## src/hdl/lfu_cache_with_lru_tiebreak_assert.svh

```systemverilog
// Assertion macros used by the top level of the cache RTL.
`ifndef LFU_CACHE_WITH_LRU_TIEBREAK_ASSERT_SVH
`define LFU_CACHE_WITH_LRU_TIEBREAK_ASSERT_SVH

// Implication checked on every rising clock edge outside reset.
`define LFU_ASSERT_IMPL(lbl, ante, cons, msg) \
  lbl: assert property (@(posedge clk) disable iff (!rst_n) (ante) |-> (cons)) \
    else $error(msg);

// Condition that must hold on every rising clock edge outside reset.
`define LFU_ASSERT_ALWAYS(lbl, cond, msg) \
  lbl: assert property (@(posedge clk) disable iff (!rst_n) (cond)) \
    else $error(msg);

`endif

```

## src/hdl/lfu_pkg.sv

```systemverilog
// Package with the types and constants of the LFU cache.
`timescale 1ns / 1ps
package lfu_pkg;
  localparam int NUM_ENTRIES = 16;
  localparam int IDX_W       = $clog2(NUM_ENTRIES);
  localparam int OCC_W       = $clog2(NUM_ENTRIES + 1);
  localparam int KEY_W       = 32;
  localparam int DATA_W      = 32;
  localparam int CNT_W       = 16;
  localparam int RANK_W      = IDX_W;
  localparam logic [CNT_W-1:0] CNT_MAX = '1;
  localparam logic [OCC_W-1:0] CAP_RESET = OCC_W'(NUM_ENTRIES);

  localparam logic OP_GET = 1'b0;
  localparam logic OP_PUT = 1'b1;

  typedef enum logic [1:0] {
    ST_IDLE,
    ST_SCAN,
    ST_APPLY,
    ST_OUT
  } lfu_state_t;

  // Search record that travels along the row of cells.
  typedef struct packed {
    logic [KEY_W-1:0]  key;
    logic              found;
    logic [IDX_W-1:0]  found_idx;
    logic [DATA_W-1:0] found_data;
    logic [RANK_W-1:0] found_rank;
    logic              free_found;
    logic [IDX_W-1:0]  free_idx;
    logic              vic_valid;
    logic [IDX_W-1:0]  vic_idx;
    logic [KEY_W-1:0]  vic_key;
    logic [CNT_W-1:0]  vic_cnt;
    logic [RANK_W-1:0] vic_rank;
  } lfu_rec_t;

  // Update broadcast to every cell once the search is complete.
  typedef struct packed {
    logic              en;
    logic              fill;
    logic              write_data;
    logic [IDX_W-1:0]  sel;
    logic [OCC_W-1:0]  limit;
    logic [KEY_W-1:0]  key;
    logic [DATA_W-1:0] data;
  } lfu_cmd_t;
endpackage

```

## src/hdl/lfu_if.sv

```systemverilog
// Valid/ready channel interfaces for requests and responses.
`timescale 1ns / 1ps
interface lfu_in_if;
  logic        valid;
  logic        ready;
  logic        opcode;
  logic [31:0] lookup_key;
  logic [31:0] write_value;
  modport source (output valid, opcode, lookup_key, write_value, input ready);
  modport sink (input valid, opcode, lookup_key, write_value, output ready);
endinterface

interface lfu_out_if;
  logic        valid;
  logic        ready;
  logic        hit;
  logic [31:0] read_value;
  logic        evicted;
  logic [31:0] evicted_key;
  modport source (output valid, hit, read_value, evicted, evicted_key, input ready);
  modport sink (input valid, hit, read_value, evicted, evicted_key, output ready);
endinterface

```

## src/hdl/lfu_cache_with_lru_tiebreak.sv

```systemverilog
// Top level of the LFU cache with LRU tie-break.
// A fully associative 16-entry key/value cache with least-frequently-used
// replacement; among entries of equal use count the least recently accessed
// one is evicted. Each request is handled in steps: the search record walks
// the row of 16 entry cells one cell per cycle, then the update is applied
// to all cells at once and the response register is loaded. One request is
// in flight at a time; the next is taken in the cycle after the response
// has been transferred. Reset clears all valid bits, so no clearing pass is
// needed.
`timescale 1ns / 1ps
`include "lfu_cache_with_lru_tiebreak_assert.svh"
module lfu_cache_with_lru_tiebreak (
  input  logic                       clk,
  input  logic                       rst_n,
  lfu_in_if.sink                     in_ch,
  lfu_out_if.source                  out_ch,
  input  logic                       cfg_we,
  input  logic [lfu_pkg::OCC_W-1:0]  cfg_wdata
);
  import lfu_pkg::*;

  lfu_state_t        state_r, state_nxt;
  logic [IDX_W-1:0]  cnt_r;
  logic [OCC_W-1:0]  cap_r;
  logic [OCC_W-1:0]  occ_r;
  logic [OCC_W-1:0]  cap_eff;
  logic              op_r;
  logic [KEY_W-1:0]  key_r;
  logic [DATA_W-1:0] val_r;
  logic              hit_r;
  logic [DATA_W-1:0] rd_r;
  logic              ev_r;
  logic [KEY_W-1:0]  evk_r;
  lfu_rec_t          head_rec;
  lfu_rec_t          chain [NUM_ENTRIES];
  lfu_rec_t          fin;
  lfu_cmd_t          cmd;
  logic              do_insert;
  logic              do_evict;
  logic              in_take;
  logic              out_take;

  assign in_take  = in_ch.valid && in_ch.ready;
  assign out_take = out_ch.valid && out_ch.ready;
  assign fin      = chain[NUM_ENTRIES-1];

  // Capacity register; its value is clamped into the legal range where used.
  always_ff @(posedge clk) begin
    if (!rst_n) begin
      cap_r <= CAP_RESET;
    end else if (cfg_we) begin
      cap_r <= cfg_wdata;
    end
  end
  assign cap_eff = (cap_r == '0) ? OCC_W'(1) :
                   (cap_r > CAP_RESET) ? CAP_RESET : cap_r;

  // Fresh search record entering the first cell.
  always_comb begin
    head_rec     = '0;
    head_rec.key = key_r;
  end

  // Row of entry cells.
  for (genvar g = 0; g < NUM_ENTRIES; g++) begin : g_cell
    lfu_cell u_cell (
      .clk      (clk),
      .rst_n    (rst_n),
      .cell_idx (IDX_W'(g)),
      .rec_in   ((g == 0) ? head_rec : chain[(g == 0) ? 0 : g - 1]),
      .rec_out  (chain[g]),
      .cmd      (cmd)
    );
  end

  // Next state.
  always_comb begin
    state_nxt = state_r;
    case (state_r)
      ST_IDLE:  if (in_take) state_nxt = ST_SCAN;
      ST_SCAN:  if (cnt_r == IDX_W'(NUM_ENTRIES - 1)) state_nxt = ST_APPLY;
      ST_APPLY: state_nxt = ST_OUT;
      ST_OUT:   if (out_take) state_nxt = ST_IDLE;
      default:  state_nxt = ST_IDLE;
    endcase
  end

  // Outputs of the state machine and the update command.
  always_comb begin
    in_ch.ready  = (state_r == ST_IDLE);
    out_ch.valid = (state_r == ST_OUT);
    do_insert    = 1'b0;
    do_evict     = 1'b0;
    cmd          = '0;
    cmd.key      = key_r;
    cmd.data     = val_r;
    if (state_r == ST_APPLY) begin
      if (fin.found) begin
        cmd.en         = 1'b1;
        cmd.sel        = fin.found_idx;
        cmd.write_data = (op_r == OP_PUT);
        cmd.limit      = {1'b0, fin.found_rank};
      end else if (op_r == OP_PUT) begin
        cmd.en   = 1'b1;
        cmd.fill = 1'b1;
        if (occ_r < cap_eff) begin
          do_insert = 1'b1;
          cmd.sel   = fin.free_idx;
          cmd.limit = OCC_W'(NUM_ENTRIES);
        end else begin
          do_evict  = 1'b1;
          cmd.sel   = fin.vic_idx;
          cmd.limit = {1'b0, fin.vic_rank};
        end
      end
    end
  end

  // Control registers.
  always_ff @(posedge clk) begin
    if (!rst_n) begin
      state_r <= ST_IDLE;
      cnt_r   <= '0;
      occ_r   <= '0;
    end else begin
      state_r <= state_nxt;
      cnt_r   <= (state_r == ST_SCAN) ? cnt_r + IDX_W'(1) : '0;
      if (do_insert) begin
        occ_r <= occ_r + OCC_W'(1);
      end
    end
  end

  // Request and response payload.
  always_ff @(posedge clk) begin
    if (in_take) begin
      op_r  <= in_ch.opcode;
      key_r <= in_ch.lookup_key;
      val_r <= in_ch.write_value;
    end
    if (state_r == ST_APPLY) begin
      hit_r <= fin.found;
      rd_r  <= (fin.found && op_r == OP_GET) ? fin.found_data : '0;
      ev_r  <= do_evict;
      evk_r <= do_evict ? fin.vic_key : '0;
    end
  end

  assign out_ch.hit         = hit_r;
  assign out_ch.read_value  = rd_r;
  assign out_ch.evicted     = ev_r;
  assign out_ch.evicted_key = evk_r;

  `LFU_ASSERT_IMPL(a_evict_miss, out_ch.valid && out_ch.evicted, !out_ch.hit,
                   "eviction reported on a hit")
  `LFU_ASSERT_ALWAYS(a_occ_range, occ_r <= OCC_W'(NUM_ENTRIES),
                     "occupancy above entry count")
  `LFU_ASSERT_IMPL(a_evict_has_victim, do_evict, fin.vic_valid,
                   "eviction without a valid victim")
  `LFU_ASSERT_IMPL(a_insert_has_slot, do_insert, fin.free_found,
                   "insert without a free entry")
endmodule

```

## src/hdl/lfu_cell.sv

```systemverilog
// One cache entry with its slice of the search and its update logic.
`timescale 1ns / 1ps
module lfu_cell (
  input  logic                        clk,
  input  logic                        rst_n,
  input  logic [lfu_pkg::IDX_W-1:0]   cell_idx,
  input  lfu_pkg::lfu_rec_t           rec_in,
  output lfu_pkg::lfu_rec_t           rec_out,
  input  lfu_pkg::lfu_cmd_t           cmd
);
  import lfu_pkg::*;

  logic              valid_r;
  logic [KEY_W-1:0]  key_r;
  logic [DATA_W-1:0] data_r;
  logic [CNT_W-1:0]  cnt_r;
  logic [RANK_W-1:0] rank_r;
  lfu_rec_t          rec_r;
  lfu_rec_t          rec_nxt;
  logic              is_sel;

  assign is_sel = cmd.en && (cmd.sel == cell_idx);

  // Fold this entry into the passing search record.
  always_comb begin
    rec_nxt = rec_in;
    if (!rec_in.found && valid_r && key_r == rec_in.key) begin
      rec_nxt.found      = 1'b1;
      rec_nxt.found_idx  = cell_idx;
      rec_nxt.found_data = data_r;
      rec_nxt.found_rank = rank_r;
    end
    if (!rec_in.free_found && !valid_r) begin
      rec_nxt.free_found = 1'b1;
      rec_nxt.free_idx   = cell_idx;
    end
    if (valid_r && (!rec_in.vic_valid || cnt_r < rec_in.vic_cnt ||
                    (cnt_r == rec_in.vic_cnt && rank_r > rec_in.vic_rank))) begin
      rec_nxt.vic_valid = 1'b1;
      rec_nxt.vic_idx   = cell_idx;
      rec_nxt.vic_key   = key_r;
      rec_nxt.vic_cnt   = cnt_r;
      rec_nxt.vic_rank  = rank_r;
    end
  end

  // The record moves on to the next cell every cycle.
  always_ff @(posedge clk) begin
    rec_r <= rec_nxt;
  end
  assign rec_out = rec_r;

  // Valid bit is the only entry state cleared by reset.
  always_ff @(posedge clk) begin
    if (!rst_n) begin
      valid_r <= 1'b0;
    end else if (is_sel && cmd.fill) begin
      valid_r <= 1'b1;
    end
  end

  // Entry payload, use count and recency rank.
  always_ff @(posedge clk) begin
    if (is_sel) begin
      rank_r <= '0;
      if (cmd.fill) begin
        key_r  <= cmd.key;
        data_r <= cmd.data;
        cnt_r  <= CNT_W'(1);
      end else begin
        if (cmd.write_data) begin
          data_r <= cmd.data;
        end
        if (cnt_r != CNT_MAX) begin
          cnt_r <= cnt_r + CNT_W'(1);
        end
      end
    end else if (cmd.en && valid_r && {1'b0, rank_r} < cmd.limit) begin
      rank_r <= rank_r + RANK_W'(1);
    end
  end
endmodule

```

## src/flat_wrapper.sv

```systemverilog
// flat-port wrapper written by rule: the top's interface ports become plain ports
module lfu_cache_with_lru_tiebreak_flat import lfu_pkg::*;
  (clk, rst_n, cfg_we, cfg_wdata, in_ch_valid, in_ch_opcode, in_ch_lookup_key, in_ch_write_value, in_ch_ready, out_ch_valid, out_ch_hit, out_ch_read_value, out_ch_evicted, out_ch_evicted_key, out_ch_ready);
  lfu_in_if in_ch_i ();
  lfu_out_if out_ch_i ();
  input  logic clk;
  input  logic rst_n;
  input  logic cfg_we;
  input  logic [lfu_pkg::OCC_W-1:0] cfg_wdata;
  input wire logic [$bits(in_ch_i.valid)-1:0] in_ch_valid;
  input wire logic [$bits(in_ch_i.opcode)-1:0] in_ch_opcode;
  input wire logic [$bits(in_ch_i.lookup_key)-1:0] in_ch_lookup_key;
  input wire logic [$bits(in_ch_i.write_value)-1:0] in_ch_write_value;
  output wire logic [$bits(in_ch_i.ready)-1:0] in_ch_ready;
  output wire logic [$bits(out_ch_i.valid)-1:0] out_ch_valid;
  output wire logic [$bits(out_ch_i.hit)-1:0] out_ch_hit;
  output wire logic [$bits(out_ch_i.read_value)-1:0] out_ch_read_value;
  output wire logic [$bits(out_ch_i.evicted)-1:0] out_ch_evicted;
  output wire logic [$bits(out_ch_i.evicted_key)-1:0] out_ch_evicted_key;
  input wire logic [$bits(out_ch_i.ready)-1:0] out_ch_ready;
  assign in_ch_i.valid = in_ch_valid;
  assign in_ch_i.opcode = in_ch_opcode;
  assign in_ch_i.lookup_key = in_ch_lookup_key;
  assign in_ch_i.write_value = in_ch_write_value;
  assign in_ch_ready = in_ch_i.ready;
  assign out_ch_valid = out_ch_i.valid;
  assign out_ch_hit = out_ch_i.hit;
  assign out_ch_read_value = out_ch_i.read_value;
  assign out_ch_evicted = out_ch_i.evicted;
  assign out_ch_evicted_key = out_ch_i.evicted_key;
  assign out_ch_i.ready = out_ch_ready;
  lfu_cache_with_lru_tiebreak u_core (.clk(clk), .rst_n(rst_n), .in_ch(in_ch_i), .out_ch(out_ch_i), .cfg_we(cfg_we), .cfg_wdata(cfg_wdata));
endmodule
```

## config.mk

```make
export PLATFORM = sky130hd
export DESIGN_NAME = lfu_cache_with_lru_tiebreak_flat
export DESIGN_NICKNAME = d
export VERILOG_FILES = /design/src/hdl/lfu_pkg.sv /design/src/hdl/lfu_if.sv /design/src/hdl/lfu_cache_with_lru_tiebreak.sv /design/src/hdl/lfu_cell.sv /design/src/flat_wrapper.sv
export VERILOG_INCLUDE_DIRS = /design/src /design/src/hdl
export SDC_FILE = /design/constraint.sdc
export NUM_CORES = 2
export LEC_CHECK = 0
export BUFFER_PORTS_ARGS = -buffer_cell sky130_fd_sc_hd__buf_2
export CAP_MARGIN = 25
export CORE_UTILIZATION = 25
export CTS_CLUSTER_SIZE = 25
export DETAILED_ROUTE_END_ITERATION = 10
export HOLD_SLACK_MARGIN = 0.06
export PLACE_DENSITY_LB_ADDON = 0.08
export SLEW_MARGIN = 15
export SYNTH_ARGS = -nofsm -noshare
export SYNTH_HDL_FRONTEND = slang
export SYNTH_HIERARCHICAL = 1
export SYNTH_SLANG_ARGS = --single-unit
export TNS_END_PERCENT = 100
```

## constraint.sdc

```tcl
create_clock -name clk -period 9 [get_ports clk]
set_clock_uncertainty 0.05 [all_clocks]
set_input_delay 1.8 -clock clk [delete_from_list [all_inputs] [get_ports clk]]
set_output_delay 1.8 -clock clk [all_outputs]
set_load 0.005 [all_outputs]
```

After elaboration in Yosys (flattened, before gate mapping)
Cells that the tools add are included.
- add/sub/neg operators: 34
- magnitude comparators: 48
- equal/unequal tests: 69
- multiplexer cells: 73
- bitwise operators: 1
- reduce and logical (&&, ||, !) cells: 303
- operators with widths (kind ; number):
    52-bit 2-to-1 mux ; 15
    36-bit 2-to-1 mux ; 15
    32-bit == test ; 16
    16-bit by 1-bit adder with 16-bit output, second input constant ; 16
    16-bit 2-to-1 mux ; 16
    16-bit != test, second input constant ; 16
    16-bit == test ; 15
    16-bit less-than comparator ; 15
    1-bit logical AND ; 143
    2-bit AND reduction ; 49
    4-bit by 5-bit less-than comparator with 1-bit output ; 16
    4-bit by 1-bit adder with 4-bit output, second input constant ; 17
    32-bit 2-to-1 mux ; 2
    4-bit > comparator ; 15
    1-bit zero test ; 60
    57-bit 2-to-1 mux ; 1
    41-bit 2-to-1 mux ; 1
    4-bit == test, second input constant ; 9
    2-bit nonzero test ; 17
    1-bit logical OR ; 30
    9-bit 2-to-1 mux ; 3
    4-bit by 3-bit == test with 1-bit output, second input constant ; 4
    5-bit 2-to-1 mux ; 3
    12-bit 2-to-1 mux ; 1
    other kinds (17) ; 33
- register bits: 3617
- bits of input ports: 75
- output and inout bits: 68
- word-level logic and storage cells: 807

Logic depth before layout (Yosys ltp)
- word-level depth: 11
- depth in mapped cells: 17
- gate-level depth less buffers: 16

Hierarchy
The synthesis kept the hierarchy.
- by module, submodules not included (module ; times used ; cells each ; area each (µm²) ; seq. area each (µm²)):
    lfu_cell (u_core.g_cell[0].u_cell ...) ; 12 ; 547 ; 8080.2 ; 5205.0
    lfu_cell (u_core.g_cell[6].u_cell ...) ; 3 ; 545 ; 8015.2 ; 5205.0
    lfu_cell (u_core.g_cell[9].u_cell) ; 1 ; 542 ; 8071.5 ; 5205.0
    lfu_cache_with_lru_tiebreak ; 1 ; 314 ; 5357.6 ; 4254.1

Worst setup path before layout
OpenSTA, ideal clock, no wires.
- kind: reg-to-reg
- from: reg u_core.state_r[0]
- to: reg u_core.g_cell[6].u_cell.key_r[0], enable pin
- library setup time: 393 ps
- arrival time: 5440 ps
- data required time: 8557 ps
- setup slack: 3117 ps
- stages on the path, launching flop included: 12
- path buffers: 1
- period minus slack after synthesis: 5883 ps
- path through: dfxtp_1 > inv_1 > ha_1 > and3b_2 > o211ai_1 > a21oi_2 > buf_6 > a221o_1 > xnor2_1 > nand2_1 > nor4_1 > and2_1
- RTL lines (what ; line ; source):
    from (decl) ; lfu_cache_with_lru_tiebreak.sv:22 ; lfu_state_t state_r, state_nxt;
    from (signal assigned) ; lfu_cache_with_lru_tiebreak.sv:126 ; state_r <= state_nxt;
    to (signal assigned) ; lfu_cell.sv:67 ; key_r <= cmd.key;
    to (decl) ; lfu_cell.sv:14 ; logic [KEY_W-1:0] key_r;

==> out/summary.txt <==
Post-DP Area - 144000 um2
Tcrit/Tclk final - 54.8%
Final WS setup - 4.07 ns
Antenna Nets Post-Route - 0
Starting Density - 25.1%
Hold depth - 0
Vias post-DR - 66359
Final Critical Period - 4.93 ns
Root Driver - clkbuf_16
Final Hold Vio Count - 0
Chip width - 732 um
Pre-CTS setup slack - 3.54 ns
Setup slack, reg-to-reg - 4.07 ns
DP Wirelength - 239 mm
Max stage delay on crit path - 0.80 ns
GRT overflow - 0
Crit path capture type - flip-flop
Slew Viols, Final - 0
I/O pin cnt - 143
Syn Area/Cell - 14.8 um2
Antenna violations before repair - 23
Fill count - 52807
DR pass1 iterations - 5
Wire per inst - 18.8 um
GRT Total Usage - 11.7%
Hold EP - u_core/g_cell[8].u_cell/rec_out[123]
Psw - 9.88 mW
Placed cells - 16429
DRC Markers - 0
Reg2reg end - u_core/g_cell[4].u_cell/key_r[27]
Slowest CP cell - and2_2
GPL Wtd Cong - 0.736
Max Cap Viol - 0
Drt first-iter violations - 3146
Global-route wire length before repair - 479 mm
Top delay family on crit path - buffers and inverters
Critical path arrival - 5.45 ns
Worst path bufs/invs - 4
Hold Crit Class - flip-flop to flip-flop
Die Y - 732 um
Clk slew on worst S/H paths - 0.06 ns
Port bufs - 142
Unrepaired setup endpoints after global routing - no
Placeable Area - 530000 um2
Hold_sp - u_core/g_cell[7].u_cell/rec_out[123]
Largest net degree at the start of global routing - 79
CP Cell Sequence - inv_1, ha_4, and3b_4, buf_4, buf_4, buf_4, and2_2
Clock power frac - 42.5%
Area of the multi-input gates - 44900 um2
Post-Route Setup TNS - 0 ns
Worst slew margin - 32.6%
Fin Hold WS - 0.296 ns
Post-route cell area - 158000 um2
Yosys warning count - 6
Seq pwr share - 49.5%
Vias per cell - 3.85
Final Util - 29.8%
Peak Freq - 203 MHz
CTS H-tree lvls - 5
Postcts setup bufs - 0
Clk Latency, worst-skew pair - 0.97 ns
Layout area overhead - 18.4%
Final setup fails - 0
Flip-flop and latch area - 86500 um2
CTS buffer count - 410
Final Power - 39.7 mW
Internal Power - 29.9 mW
CP startpoint kind - flip-flop
Hold-fix buffers, CTS - 0
Switching Fraction - 24.9%
Status - finished, final reports clean
P_leak - 59.9 nW
PwrDens - 252 nW/um2
Ratio of cells with drive above 1 in the final layout - 25.1%
CP required - 9.52 ns
TritonCTS clock tree - built
Worst Reg2Reg Path Length in Cells - 7
Non-Filler Instances - 17236
Reg-to-reg startpoint - u_core/state_r[0]
Clock sinks - 3617
Least-Margin Pin Slew - 1.01 ns
Post-synthesis instance total - 8986
Top cell by count, worst path - buf_4
Row count - 267
Vias in the first global route - 70136
Synthesized cell area - 133000 um2
Deepest clock path buffer count - 4
Comb pwr share - 8.0%
Layout Nets - 10346
Post_cts resized - 0
Final WL - 324 mm
Crit Path Category - flip-flop to flip-flop
IR drop worst, VDD - 0.000158 V
CP max FO - 65
Die ar. - 536000 um2
## registers in the layout (all words and copies together), names as in the netlist, 2 cells and up
register,count
u_core/occ_r,5
u_core/g_cell.u_cell/key_r,512
u_core/out_ch.evicted_key,32
u_core/out_ch.read_value,32
u_core/val_r,32
u_core/key_r,32
u_core/state_r,2
u_core/g_cell.u_cell/rec_out,2110
u_core/g_cell.u_cell/cnt_r,256
u_core/cap_r,5
u_core/g_cell.u_cell/data_r,512
u_core/g_cell.u_cell/rank_r,64
u_core/g_cell.u_cell/valid_r,16
u_core/cnt_r,4
## area by class of cell
class / count / share of cell area [%]
flip-flops and latches: 3617 / 54.8
multi-input cells: 5117 / 28.5
clock buffers: 596 / 7.50
well taps: 6994 / 5.55
repair buffers: 302 / 1.37
clock inverters: 179 / 1.27
inverters: 413 / 0.983
diodes: 18 / 0.0285
## layer usage
metal	vias to the layer above	GRT usage (%)	share of wire [%]
met3	484	2.00	4.0
met2	990	16.7	40
met5	-	0	0
li1	33258	-	-
met4	0	3.35	2.8
met1	31627	18.0	53
## power by group through the flow
| stage | logic (mW) | registers, mW | clock network [mW] |
|---|---|---|---|
| 2_1_floorplan | 1.80 | 19.5 | 0 |
| 6_report | 3.16 | 19.7 | 16.9 |
| 4_1_cts | 3.14 | 19.8 | 17.6 |
| 5_1_grt | 3.55 | 19.9 | 18.2 |
| 3_3_place_gp | 3.04 | 20.1 | 0 |
| 3_5_place_dp | 3.11 | 20.1 | 0 |
## layout by cell type, fill, tap and decap left out, types with 29 or more instances in the layout
cell	count
clkbuf_1	106
dfxtp_1	2206
o211ai_1	49
mux2_2	901
o21ai_0	115
nand2b_1	76
nand2_1	193
mux2i_1	53
nand3_1	170
inv_1	412
mux2_4	581
nor4_1	112
or3_1	70
buf_2	144
clkbuf_8	73
nor2b_1	77
conb_1	381
and3_1	59
nand4_1	51
ha_1	409
a21o_1	34
clkinv_2	81
buf_4	141
xor2_1	697
bufinv_16	29
a21oi_1	163
or2_2	31
and2_1	66
mux2_1	72
clkbuf_16	417
edfxtp_1	1411
a211oi_1	38
nor2_1	360
xnor2_1	108
nor3_1	41
## worst max-delay path by stage
stage	start	cells after the start	endpoint	slack [ns]
3_3_place_gp	u_core/state_r[0]	10	u_core/g_cell[15].u_cell/key_r[9]	3.15
5_1_grt	u_core/state_r[0]	7	u_core/g_cell[6].u_cell/key_r[5]	3.62
4_1_cts	u_core/state_r[0]	11	u_core/g_cell[2].u_cell/data_r[17]	3.50
6_report	u_core/state_r[0]	7	u_core/g_cell[4].u_cell/key_r[27]	4.07
2_1_floorplan	u_core/state_r[0]	11	u_core/g_cell[6].u_cell/key_r[0]	3.12
3_5_place_dp	u_core/state_r[0]	11	u_core/g_cell[2].u_cell/data_r[14]	3.54
No activity file was read; power rests on OpenSTA's default activity.
